### src/rtl/hbppg_pkg.sv
`timescale 1ns / 1ps

package hbppg_pkg;

	localparam int POS_W       = 10;
	localparam int DUR_W       = 11;
	localparam int DIV_W       = 16;
	localparam int FLAGS_W     = 4;
	localparam int CFG_DATA_W  = 16;
	localparam int CFG_INDEX_W = 3;
	localparam int WORD_W      = 32;
	localparam int RESET_OFFSET = 'h10;
	localparam int PIN_MASK     = 16;

	// register indexes
	localparam logic [CFG_INDEX_W-1:0] REG_ARM_FLAGS     = 3'd0;
	localparam logic [CFG_INDEX_W-1:0] REG_LOW_DELAY     = 3'd1;
	localparam logic [CFG_INDEX_W-1:0] REG_LOW_DURATION  = 3'd2;
	localparam logic [CFG_INDEX_W-1:0] REG_LOW_DIVIDER   = 3'd3;
	localparam logic [CFG_INDEX_W-1:0] REG_HIGH_DELAY    = 3'd4;
	localparam logic [CFG_INDEX_W-1:0] REG_HIGH_DURATION = 3'd5;
	localparam logic [CFG_INDEX_W-1:0] REG_HIGH_DIVIDER  = 3'd6;

	// arm_flags bits
	localparam int FLAG_LOW_EN   = 0;
	localparam int FLAG_HIGH_EN  = 1;
	localparam int FLAG_LOW_CHOP = 2;
	localparam int FLAG_HIGH_CHOP = 3;

	typedef struct packed {
		logic             enable;
		logic             chopper;
		logic [POS_W-1:0] delay;
		logic [DUR_W-1:0] duration;
		logic [DIV_W-1:0] divider;
	} arm_cfg_t;

	typedef struct packed {
		logic             act;
		logic             on;
		logic             active;
		logic [DIV_W-1:0] count;
	} arm_res_t;

endpackage

### src/rtl/hbppg_arm.sv
`timescale 1ns / 1ps

module hbppg_arm (
	input  logic [hbppg_pkg::POS_W-1:0] pos,
	input  hbppg_pkg::arm_cfg_t         cfg,
	input  logic                        other_active,
	input  logic [hbppg_pkg::DIV_W-1:0] count,
	input  logic                        active,
	output hbppg_pkg::arm_res_t         res
);

	logic [hbppg_pkg::DUR_W:0] win_end;
	logic                      in_window;

	assign win_end   = {2'b00, cfg.delay} + {1'b0, cfg.duration};
	assign in_window = (pos >= cfg.delay) && ({2'b00, pos} < win_end);

	always_comb begin
		res.act    = 1'b0;
		res.on     = 1'b0;
		res.active = active;
		res.count  = count;
		if (cfg.enable && !other_active) begin
			res.act = 1'b1;
			if (in_window) begin
				if (cfg.chopper) begin
					if (count < cfg.divider) begin
						res.on     = 1'b1;
						res.active = 1'b1;
						res.count  = count + 16'd1;
					end else begin
						res.active = ~active;
						res.count  = '0;
					end
				end else begin
					res.on     = 1'b1;
					res.active = 1'b1;
				end
			end else begin
				res.active = 1'b0;
			end
		end
	end

endmodule

### src/rtl/half_bridge_pulse_pattern_generator_unit.sv
`timescale 1ns / 1ps
// channel   signals                          payload
// request   req_valid / req_ready            position
// response  rsp_valid / rsp_ready            drive_word, low_on, high_on
// config    cfg_wr_en                        cfg_index, cfg_data
//
// One word per clock sustained while rsp_ready stays high. Position reduction
// runs in stages s1 and s2, arm evaluation and state update in stage s3, the
// last stage before the output register that drives rsp_valid.
// arst_n clears configuration, arm counters and on-flags, and all valids.
// A stalled response holds the pipeline only as far back as bubbles allow.

module half_bridge_pulse_pattern_generator_unit #(
	parameter int PATTERN_LEN = 1024,
	parameter int LOW_PIN     = 0,
	parameter int HIGH_PIN    = 1
) (
	input  logic                              clk,
	input  logic                              arst_n,
	input  logic                              req_valid,
	output logic                              req_ready,
	input  logic [hbppg_pkg::POS_W-1:0]       position,
	output logic                              rsp_valid,
	input  logic                              rsp_ready,
	output logic [hbppg_pkg::WORD_W-1:0]      drive_word,
	output logic                              low_on,
	output logic                              high_on,
	input  logic                              cfg_wr_en,
	input  logic [hbppg_pkg::CFG_INDEX_W-1:0] cfg_index,
	input  logic [hbppg_pkg::CFG_DATA_W-1:0]  cfg_data
);

	localparam int LP = LOW_PIN % hbppg_pkg::PIN_MASK;
	localparam int HP = HIGH_PIN % hbppg_pkg::PIN_MASK;
	localparam int SH_W = 27;
	localparam logic [SH_W-1:0] LEN = SH_W'(PATTERN_LEN);

	logic [hbppg_pkg::FLAGS_W-1:0] arm_flags_q;
	logic [hbppg_pkg::POS_W-1:0]   low_delay_q, high_delay_q;
	logic [hbppg_pkg::DUR_W-1:0]   low_duration_q, high_duration_q;
	logic [hbppg_pkg::DIV_W-1:0]   low_divider_q, high_divider_q;

	logic [hbppg_pkg::DIV_W-1:0]   low_step_count_q, high_step_count_q;
	logic                          low_active_q, high_active_q;

	logic                          v_s1, v_s2, v_s3, out_valid_q;
	logic [hbppg_pkg::POS_W-1:0]   pos_s1, pos_s2, pos_s3;
	logic [hbppg_pkg::POS_W-1:0]   red_hi, red_lo;
	logic                          rdy1, rdy2, rdy3, adv3;

	hbppg_pkg::arm_cfg_t           low_cfg, high_cfg;
	hbppg_pkg::arm_res_t           low_res, high_res;
	logic [hbppg_pkg::WORD_W-1:0]  word;

	logic [hbppg_pkg::WORD_W-1:0]  drive_word_q;
	logic                          low_on_q, high_on_q;

	// configuration
	always_ff @(posedge clk or negedge arst_n) begin
		if (!arst_n) begin
			arm_flags_q     <= '0;
			low_delay_q     <= '0;
			low_duration_q  <= '0;
			low_divider_q   <= '0;
			high_delay_q    <= '0;
			high_duration_q <= '0;
			high_divider_q  <= '0;
		end else if (cfg_wr_en) begin
			unique case (cfg_index)
				hbppg_pkg::REG_ARM_FLAGS:
					arm_flags_q <= cfg_data[hbppg_pkg::FLAGS_W-1:0];
				hbppg_pkg::REG_LOW_DELAY:
					low_delay_q <= cfg_data[hbppg_pkg::POS_W-1:0];
				hbppg_pkg::REG_LOW_DURATION:
					low_duration_q <= cfg_data[hbppg_pkg::DUR_W-1:0];
				hbppg_pkg::REG_LOW_DIVIDER:
					low_divider_q <= cfg_data[hbppg_pkg::DIV_W-1:0];
				hbppg_pkg::REG_HIGH_DELAY:
					high_delay_q <= cfg_data[hbppg_pkg::POS_W-1:0];
				hbppg_pkg::REG_HIGH_DURATION:
					high_duration_q <= cfg_data[hbppg_pkg::DUR_W-1:0];
				hbppg_pkg::REG_HIGH_DIVIDER:
					high_divider_q <= cfg_data[hbppg_pkg::DIV_W-1:0];
				default: ;
			endcase
		end
	end

	// pipeline flow
	assign rdy3      = !v_s3 || !out_valid_q || rsp_ready;
	assign adv3      = v_s3 && rdy3;
	assign rdy2      = !v_s2 || rdy3;
	assign rdy1      = !v_s1 || rdy2;
	assign req_ready = rdy1;

	always_ff @(posedge clk or negedge arst_n) begin
		if (!arst_n) begin
			v_s1        <= 1'b0;
			v_s2        <= 1'b0;
			v_s3        <= 1'b0;
			out_valid_q <= 1'b0;
		end else begin
			if (rdy1)
				v_s1 <= req_valid;
			if (rdy2)
				v_s2 <= v_s1;
			if (rdy3)
				v_s3 <= v_s2;
			if (adv3)
				out_valid_q <= 1'b1;
			else if (rsp_ready)
				out_valid_q <= 1'b0;
		end
	end

	// position modulo pattern length, restoring reduction split over two stages
	always_comb begin
		logic [SH_W-1:0] sh;
		red_hi = pos_s1;
		for (int k = 9; k >= 5; k--) begin
			sh = LEN << k;
			if ({{(SH_W-hbppg_pkg::POS_W){1'b0}}, red_hi} >= sh)
				red_hi = red_hi - sh[hbppg_pkg::POS_W-1:0];
		end
	end

	always_comb begin
		logic [SH_W-1:0] sh;
		red_lo = pos_s2;
		for (int k = 4; k >= 0; k--) begin
			sh = LEN << k;
			if ({{(SH_W-hbppg_pkg::POS_W){1'b0}}, red_lo} >= sh)
				red_lo = red_lo - sh[hbppg_pkg::POS_W-1:0];
		end
	end

	always_ff @(posedge clk) begin
		if (req_valid && rdy1)
			pos_s1 <= position;
		if (v_s1 && rdy2)
			pos_s2 <= red_hi;
		if (v_s2 && rdy3)
			pos_s3 <= red_lo;
	end

	// arm evaluation, low arm first
	assign low_cfg.enable    = arm_flags_q[hbppg_pkg::FLAG_LOW_EN];
	assign low_cfg.chopper   = arm_flags_q[hbppg_pkg::FLAG_LOW_CHOP];
	assign low_cfg.delay     = low_delay_q;
	assign low_cfg.duration  = low_duration_q;
	assign low_cfg.divider   = low_divider_q;
	assign high_cfg.enable   = arm_flags_q[hbppg_pkg::FLAG_HIGH_EN];
	assign high_cfg.chopper  = arm_flags_q[hbppg_pkg::FLAG_HIGH_CHOP];
	assign high_cfg.delay    = high_delay_q;
	assign high_cfg.duration = high_duration_q;
	assign high_cfg.divider  = high_divider_q;

	hbppg_arm u_low_arm (
		.pos          (pos_s3),
		.cfg          (low_cfg),
		.other_active (high_active_q),
		.count        (low_step_count_q),
		.active       (low_active_q),
		.res          (low_res)
	);

	hbppg_arm u_high_arm (
		.pos          (pos_s3),
		.cfg          (high_cfg),
		.other_active (low_res.active),
		.count        (high_step_count_q),
		.active       (high_active_q),
		.res          (high_res)
	);

	always_comb begin
		word = '0;
		word[LP + hbppg_pkg::RESET_OFFSET] = 1'b1;
		word[HP + hbppg_pkg::RESET_OFFSET] = 1'b1;
		if (low_res.on) begin
			word[LP]                           = 1'b1;
			word[LP + hbppg_pkg::RESET_OFFSET] = 1'b0;
		end
		if (high_res.act) begin
			word[HP]                           = high_res.on;
			word[HP + hbppg_pkg::RESET_OFFSET] = ~high_res.on;
		end
	end

	always_ff @(posedge clk or negedge arst_n) begin
		if (!arst_n) begin
			low_step_count_q  <= '0;
			high_step_count_q <= '0;
			low_active_q      <= 1'b0;
			high_active_q     <= 1'b0;
		end else if (adv3) begin
			low_step_count_q  <= low_res.count;
			high_step_count_q <= high_res.count;
			low_active_q      <= low_res.active;
			high_active_q     <= high_res.active;
		end
	end

	always_ff @(posedge clk) begin
		if (adv3) begin
			drive_word_q <= word;
			low_on_q     <= low_res.on;
			high_on_q    <= high_res.on;
		end
	end

	assign rsp_valid  = out_valid_q;
	assign drive_word = drive_word_q;
	assign low_on     = low_on_q;
	assign high_on    = high_on_q;

`ifndef NO_ASSERTIONS
	a_arms_exclusive: assert property (@(posedge clk) disable iff (!arst_n)
		!(low_active_q && high_active_q))
		else $error("both arm on-flags set");

	a_on_exclusive: assert property (@(posedge clk) disable iff (!arst_n)
		rsp_valid |-> !(low_on && high_on))
		else $error("both arms driven on in one word");

	a_state_holds: assert property (@(posedge clk) disable iff (!arst_n)
		!adv3 |=> ($stable(low_step_count_q) && $stable(high_step_count_q)))
		else $error("arm state changed without a word leaving the last stage");

	a_accept_fills: assert property (@(posedge clk) disable iff (!arst_n)
		(req_valid && req_ready) |=> v_s1)
		else $error("accepted word lost at the input stage");
`endif

endmodule

### config.mk
export PLATFORM = sky130hd
export DESIGN_NAME = half_bridge_pulse_pattern_generator_unit
export DESIGN_NICKNAME = d
export VERILOG_FILES = /design/src/rtl/hbppg_pkg.sv /design/src/rtl/hbppg_arm.sv /design/src/rtl/half_bridge_pulse_pattern_generator_unit.sv
export SDC_FILE = /design/constraint.sdc
export NUM_CORES = 1
export LEC_CHECK = 0
export BUFFER_PORTS_ARGS = -buffer_cell sky130_fd_sc_hd__buf_2
export CAP_MARGIN = 20
export CORE_MARGIN = 5
export CORE_UTILIZATION = 27
export CTS_CLUSTER_SIZE = 8
export DETAILED_ROUTE_END_ITERATION = 6
export GPL_TIMING_DRIVEN = 1
export SLEW_MARGIN = 20
export SYNTH_ARGS = -nofsm -noshare
export SYNTH_HDL_FRONTEND = slang
export SYNTH_SLANG_ARGS = --single-unit
### constraint.sdc
create_clock -name clk -period 4.7 [get_ports clk]
set_input_delay 0.47 -clock clk [delete_from_list [all_inputs] [get_ports clk]]
set_output_delay 0.47 -clock clk [all_outputs]
set_load 0.02 [all_outputs]
* Word level (Yosys, flattened, before mapping)
Cells that the tools add are included.
Cells by class: add/subtract/negate cells 4, order comparisons 6, equal/unequal tests 6, multiplexer cells 20, bitwise logic cells 3, reduce and logical (&&, ||, !) cells 30
Operators with widths (number):
- 16-bit 2-to-1 mux | 4
- 17-bit 2-to-1 mux | 2
- 16-bit by 1-bit adder with 16-bit output (second input constant) | 2
- 16-bit less-than comparator | 2
- 10-bit by 11-bit adder with 12-bit output | 2
- 10-bit by 12-bit less-than comparator with 1-bit output | 2
- 10-bit greater-or-equal comparator | 2
- 19-bit 2-to-1 mux | 1
- 18-bit 2-to-1 mux | 1
- 2-bit AND reduction | 8
- 1-bit 2-to-1 mux | 10
- 3-bit == test (second input constant) | 3
- 1-bit logical AND | 8
- 4-bit AND reduction | 2
- 3-bit by 2-bit == test with 1-bit output (second input constant) | 2
- 1-bit logical NOT | 6
- 1-bit logical OR | 4
- 2-bit 2-to-1 mux | 2
- 3-bit by 1-bit == test with 1-bit output (second input constant) | 1
- 3-bit logical NOT | 1
- 1-bit inverter | 3
- 2-bit nonzero test | 1
Word-level totals: flip-flop bits (word level) 152, input port bits 34, output and inout port bits 36

* Logic depth before layout (Yosys ltp)
depth in word-level cells 9, gate-level depth with buffers 20, depth with buffers taken out 17

* Modules after synthesis
Synthesis repeated with hierarchy kept, for this count alone.
Unflattened totals: cell total of the unflattened synthesis 817, area, all modules 9235.1 µm²
By module, submodules not included:
- half_bridge_pulse_pattern_generator_unit | times used 1, cells each 329, area each 5681.7 µm²
- hbppg_arm at u_low_arm | times used 1, cells each 245, area each 1780.5 µm²
- hbppg_arm at u_high_arm | times used 1, cells each 243, area each 1773.0 µm²

* Worst setup path before layout
Ideal clock, no wire load.
path kind reg-to-reg, from reg low_delay_q[0] (netlist bit), to reg high_step_count_q[14] (netlist bit), setup time 0.090 ns, data arrival time 3.962 ns, data required time 4.610 ns, slack 0.648 ns, stages on the path, launching flop included 21, path buffers 3, path through dfrtp_1 ha_1 fa_1 a211oi_2 o21bai_1 a21o_1 a21o_1 a21oi_1 xor2_1 ha_1 nand2_1 nor4b_1 o31ai_1 a21oi_1 o211ai_2 and3_1 buf_6 or3_1 buf_2 buf_6 o31ai_4
Between the ends: longest elaborated chain between the ends 8
Ends and longest elaborated chain:
- start, declared | line half_bridge_pulse_pattern_generator_unit.sv:39 | logic [hbppg_pkg::POS_W-1:0] low_delay_q, high_delay_q;
- start signal, assigned | line half_bridge_pulse_pattern_generator_unit.sv:73 | low_delay_q <= cfg_data[hbppg_pkg::POS_W-1:0];
- 10-bit by 11-bit adder with 12-bit output | line hbppg_arm.sv:15 | assign win_end = {2'b00, cfg.delay} + {1'b0, cfg.duration};
- 10-bit by 12-bit less-than comparator with 1-bit output | line hbppg_arm.sv:16 | assign in_window = (pos >= cfg.delay) && ({2'b00, pos} < win_end);
- 1-bit logical AND (*) | line hbppg_arm.sv:16
- 1-bit 2-to-1 mux (*) | line hbppg_arm.sv:25 | if (in_window) begin
- 18-bit 2-to-1 mux (*) | line hbppg_arm.sv:23 | if (cfg.enable && !other_active) begin
- 1-bit logical NOT (*) | line hbppg_arm.sv:23
- 1-bit logical AND (*) | line hbppg_arm.sv:23
- 4-bit AND reduction (no source line) (*)
- end signal, assigned | line half_bridge_pulse_pattern_generator_unit.sv:198 | high_step_count_q <= high_res.count;
- end, declared | line half_bridge_pulse_pattern_generator_unit.sv:43 | logic [hbppg_pkg::DIV_W-1:0] low_step_count_q, high_step_count_q;
Mark *: on every way between the ends. The rest lies on a longest branch, timed or not. A chain may end at the register's enable or synchronous reset.

* Final worst setup path
from reg low_delay_q[0] (netlist bit), to reg drive_word_q (netlist bit drive_word[17]) (data pin)
Between the ends: longest elaborated chain between the ends 9
Ends and longest elaborated chain:
- 10-bit by 11-bit adder with 12-bit output | line hbppg_arm.sv:15
- 10-bit by 12-bit less-than comparator with 1-bit output | line hbppg_arm.sv:16
- 1-bit logical AND (*) | line hbppg_arm.sv:16
- 1-bit 2-to-1 mux (*) | line hbppg_arm.sv:25
- 18-bit 2-to-1 mux (*) | line hbppg_arm.sv:23
- 1-bit logical NOT (*) | line hbppg_arm.sv:23
- 1-bit logical AND (*) | line hbppg_arm.sv:23
- 19-bit 2-to-1 mux (*) | line hbppg_arm.sv:23
- 1-bit inverter | line half_bridge_pulse_pattern_generator_unit.sv:186 | word[HP + hbppg_pkg::RESET_OFFSET] = ~high_res.on;
- end signal, assigned | line half_bridge_pulse_pattern_generator_unit.sv:206 | drive_word_q <= word;
- end, declared | line half_bridge_pulse_pattern_generator_unit.sv:55 | logic [hbppg_pkg::WORD_W-1:0] drive_word_q;
Marks and branches as above.

==> impl_metrics.ini <==
[status]
status = completed

[clock_tree]
cts_tree = built
htree_levels = 4
clock_path_buffers = 2
clk_pin_slew_ns = 0.06
cts_resized = 0
root_buffer = clkbuf_16
clk_latency_ns = 0.42
holdBufCountCts = 0
cts_buffers = 17
cts_setup_buffers = 0
cts_sinks = 151

[setup_path]
timing.rr.start = low_delay_q[0]
crit_start = low_delay_q[0]
worstPathMaxFanout = 18
cp-start-kind = register
cp.required_ns = 4.87
crit_path_end = drive_word[17]
regToRegSetupSlack_ns = 0.40
crit_type = register to register
reg2reg_to = drive_word[17]
worstPathArrival_ns = 4.47
end_kind = register
reg2reg_depth = 18

[floorplanning]
boundaryPins = 70
num_rows = 65
die_h_um = 189
core_area_um2 = 31600
die_x_um = 189
initial_utilization_pct = 27.5
die-area_um2 = 35900

[routing]
drt_pass1_iterations = 4
viasPerCell = 4.74
drt-total-wl_mm = 18.9
post-route-drc-count = 0
via_count = 6060
ant_nets = 0
wire_per_inst_um = 14.8
drtIter0Drc = 308

[yosys]
synth_area_per_cell_um2 = 10.6
syn_inst = 818
yosys_warnings = 0
ys_types = 57
async_reset_ff_share_pct = 76.8
synth_flop_cell = dfrtp_1
ys_seq_area_share_pct = 45.5
syn-cell-area_um2 = 8690
synth_edf_count = 35
synth_seq_cells = 151

[cells_and_area]
nets = 990
diodes = 0
n_fill_cell = 3148
area_growth_syn_to_layout_pct = 14.3
multiInputGateArea_um2 = 4320
drive_gt1_share_pct = 16.6
stdcell_count = 1279
ff_latch_area_um2 = 3950

[sta]
timing.hold.ws_ns = 0.0919
fin_skew_ns = 0.00904
min_period_ns = 4.30
fin_crit_sh_pct = 91.5
max_slew_margin_pct = 29.3
hold_viol_final = 0
tns_ns = 0
setup_viol = 0
worst_pin_slew_ns = 1.05
slew_viol_final = 0
fmax_mhz = 233
rsz0062_at_grt = no

[run]
drv_cap = 0

[power_and_ir_drop]
max-vdd-ir-drop_uv = 272
combinationalPowerShare_pct = 28.9
leakagePower_nw = 4.41
power_switching_mw = 1.39
p_per_area_nw_per_um2 = 455
p_int_mw = 3.13
seqPwrFrac_pct = 37.8
switching_share_pct = 30.7
clkPwrFrac_pct = 33.3

[grt]
grt_pass1_wl_mm = 30.9
antenna_found_initial = 0
grt-ovfl-total = 0
grt_max_degree = 52
grt_pass1_vias = 5977
met2_usage_pct = 18.3
grt-busiest-layer = met2
grt_usage_pct = 10.8
met3_usage_pct = 1.81
grtUsageMet1_pct = 13.6

[placed_design]
place_hpwl_mm = 14.0
gp_congestion = 0.813
dp.cells = 1247
portBuffers = 41

[hold_path]
hold_class = input pin to async pin
cell usage in the layout (no fill, tap or decap), types with 5 or more instances in the layout:
master / instances
nand2b_1: 24
clkbuf_1: 5
a21o_1: 8
o21ai_1: 8
a31oi_1: 8
buf_4: 8
o31ai_1: 27
nor3_1: 6
a211oi_1: 7
nor2b_1: 7
dfrtp_1: 116
a21oi_1: 33
nand4_1: 7
edfxtp_1: 35
buf_2: 40
and3_1: 19
nand3_1: 23
xnor2_1: 5
bufinv_16: 6
o21ai_0: 63
xor2_1: 10
conb_1: 28
clkbuf_16: 17
ha_1: 90
mux2_2: 60
inv_1: 63
nor2_1: 35
nand2_1: 54
kinds of logic after synthesis:
logic type	synth area share [%]
AOI/OAI and AO/OA	13.7
xor gates and xnor gates	1.51
adders and majority gates	13.4
buffers and inverters	6.29
DFF	45.5
muxes	7.77
other	0.0431
and+or+nand+nor	11.8
Yosys cell counts (all sizes together) (10+ instances only):
cell    count  area [um2]
clkbuf     16        60.1
a21oi      33         165
and3       19         119
dfrtp     116        2900
mux2       60         676
ha         90        1130
nand2b     24         150
nand3      23         115
inv        63         236
nor2       35         131
o31ai      30         249
edfxtp     35        1050
o21ai      71         355
buf        33         250
nand2      54         203
xor2       10        87.6
layer usage:
metal,wire [um],vias up
li1,-,2995
met1,8510,2952
met2,9340,92
met3,584,21
met4,441,0
met5,0,-
how the worst min path moves through the flow:
stage / slack (ns) / cells after the start / end
5_1_grt: 0.14 / 1 / low_duration_q[0]
2_1_floorplan: 0.17 / 0 / arm_flags_q[0]
3_3_place_gp: 0.40 / 0 / pos_s3[1]
3_5_place_dp: 0.40 / 0 / pos_s2[5]
4_1_cts: 0.11 / 1 / high_delay_q[1]
6_report: 0.09 / 1 / low_duration_q[0]
power groups by stage:
stage | registers, mW | logic [mW] | clock network [mW]
after floorplan | 1.69 | 1.01 | 0
after global placement | 1.72 | 1.28 | 0
after detailed placement | 1.73 | 1.31 | 0
after CTS | 1.71 | 1.32 | 1.55
after global routing | 1.73 | 1.49 | 1.60
final | 1.71 | 1.31 | 1.51
layout make-up:
class	count	area share [%]
clock buffers	22	4.47
clock inverters	10	2.02
inverters	63	2.38
multi-input cells	582	43.5
flip-flops and latches	151	39.8
well taps	402	5.06
repair buffers	49	2.77
worst max-delay path, stage by stage (launching register included):
cell	delay, ns
dfrtp_1	0.39
ha_1	0.24
fa_1	0.43
a211oi_2	0.21
o21bai_1	0.12
a21o_1	0.23
a21o_1	0.18
a21oi_1	0.16
xor2_1	0.09
ha_1	0.28
nand2_1	0.06
nor4b_1	0.28
o31ai_1	0.12
a21oi_1	0.18
o211ai_2	0.17
and3_1	0.20
buf_4	0.20
nand3b_1	0.24
a211o_1	0.25
per-stage QoR:
| stage | worst slack [ns] | util, % | cell area, um2 | power (mW) |
|---|---|---|---|---|
| global route | 0.0900 | 31.4 | 9930 | 4.83 |
| global placement | 0.333 | 29.3 | 9260 | 3.00 |
| floorplan | 0.648 | - | 8790 | 2.71 |
| detailed placement | 0.222 | 29.3 | 9280 | 3.03 |
| finish | 0.401 | 31.4 | 9930 | 4.52 |
| CTS | 0.195 | 31.4 | 9920 | 4.57 |
sequential cells by signal, indices dropped and copies added (netlist names):
| register | cells |
|---|---|
| pos_s2 | 10 |
| arm_flags_q | 4 |
| low_duration_q | 11 |
| high_delay_q | 10 |
| low_step_count_q | 16 |
| high_duration_q | 11 |
| high_on | 1 |
| high_step_count_q | 16 |
| pos_s1 | 10 |
| low_active_q | 1 |
| low_divider_q | 16 |
| v_s3 | 1 |
| high_divider_q | 16 |
| pos_s3 | 10 |
| v_s2 | 1 |
| drive_word | 4 |
| high_active_q | 1 |
| rsp_valid | 1 |
| low_delay_q | 10 |
| v_s1 | 1 |
No activity file was read; power rests on OpenSTA's default activity.
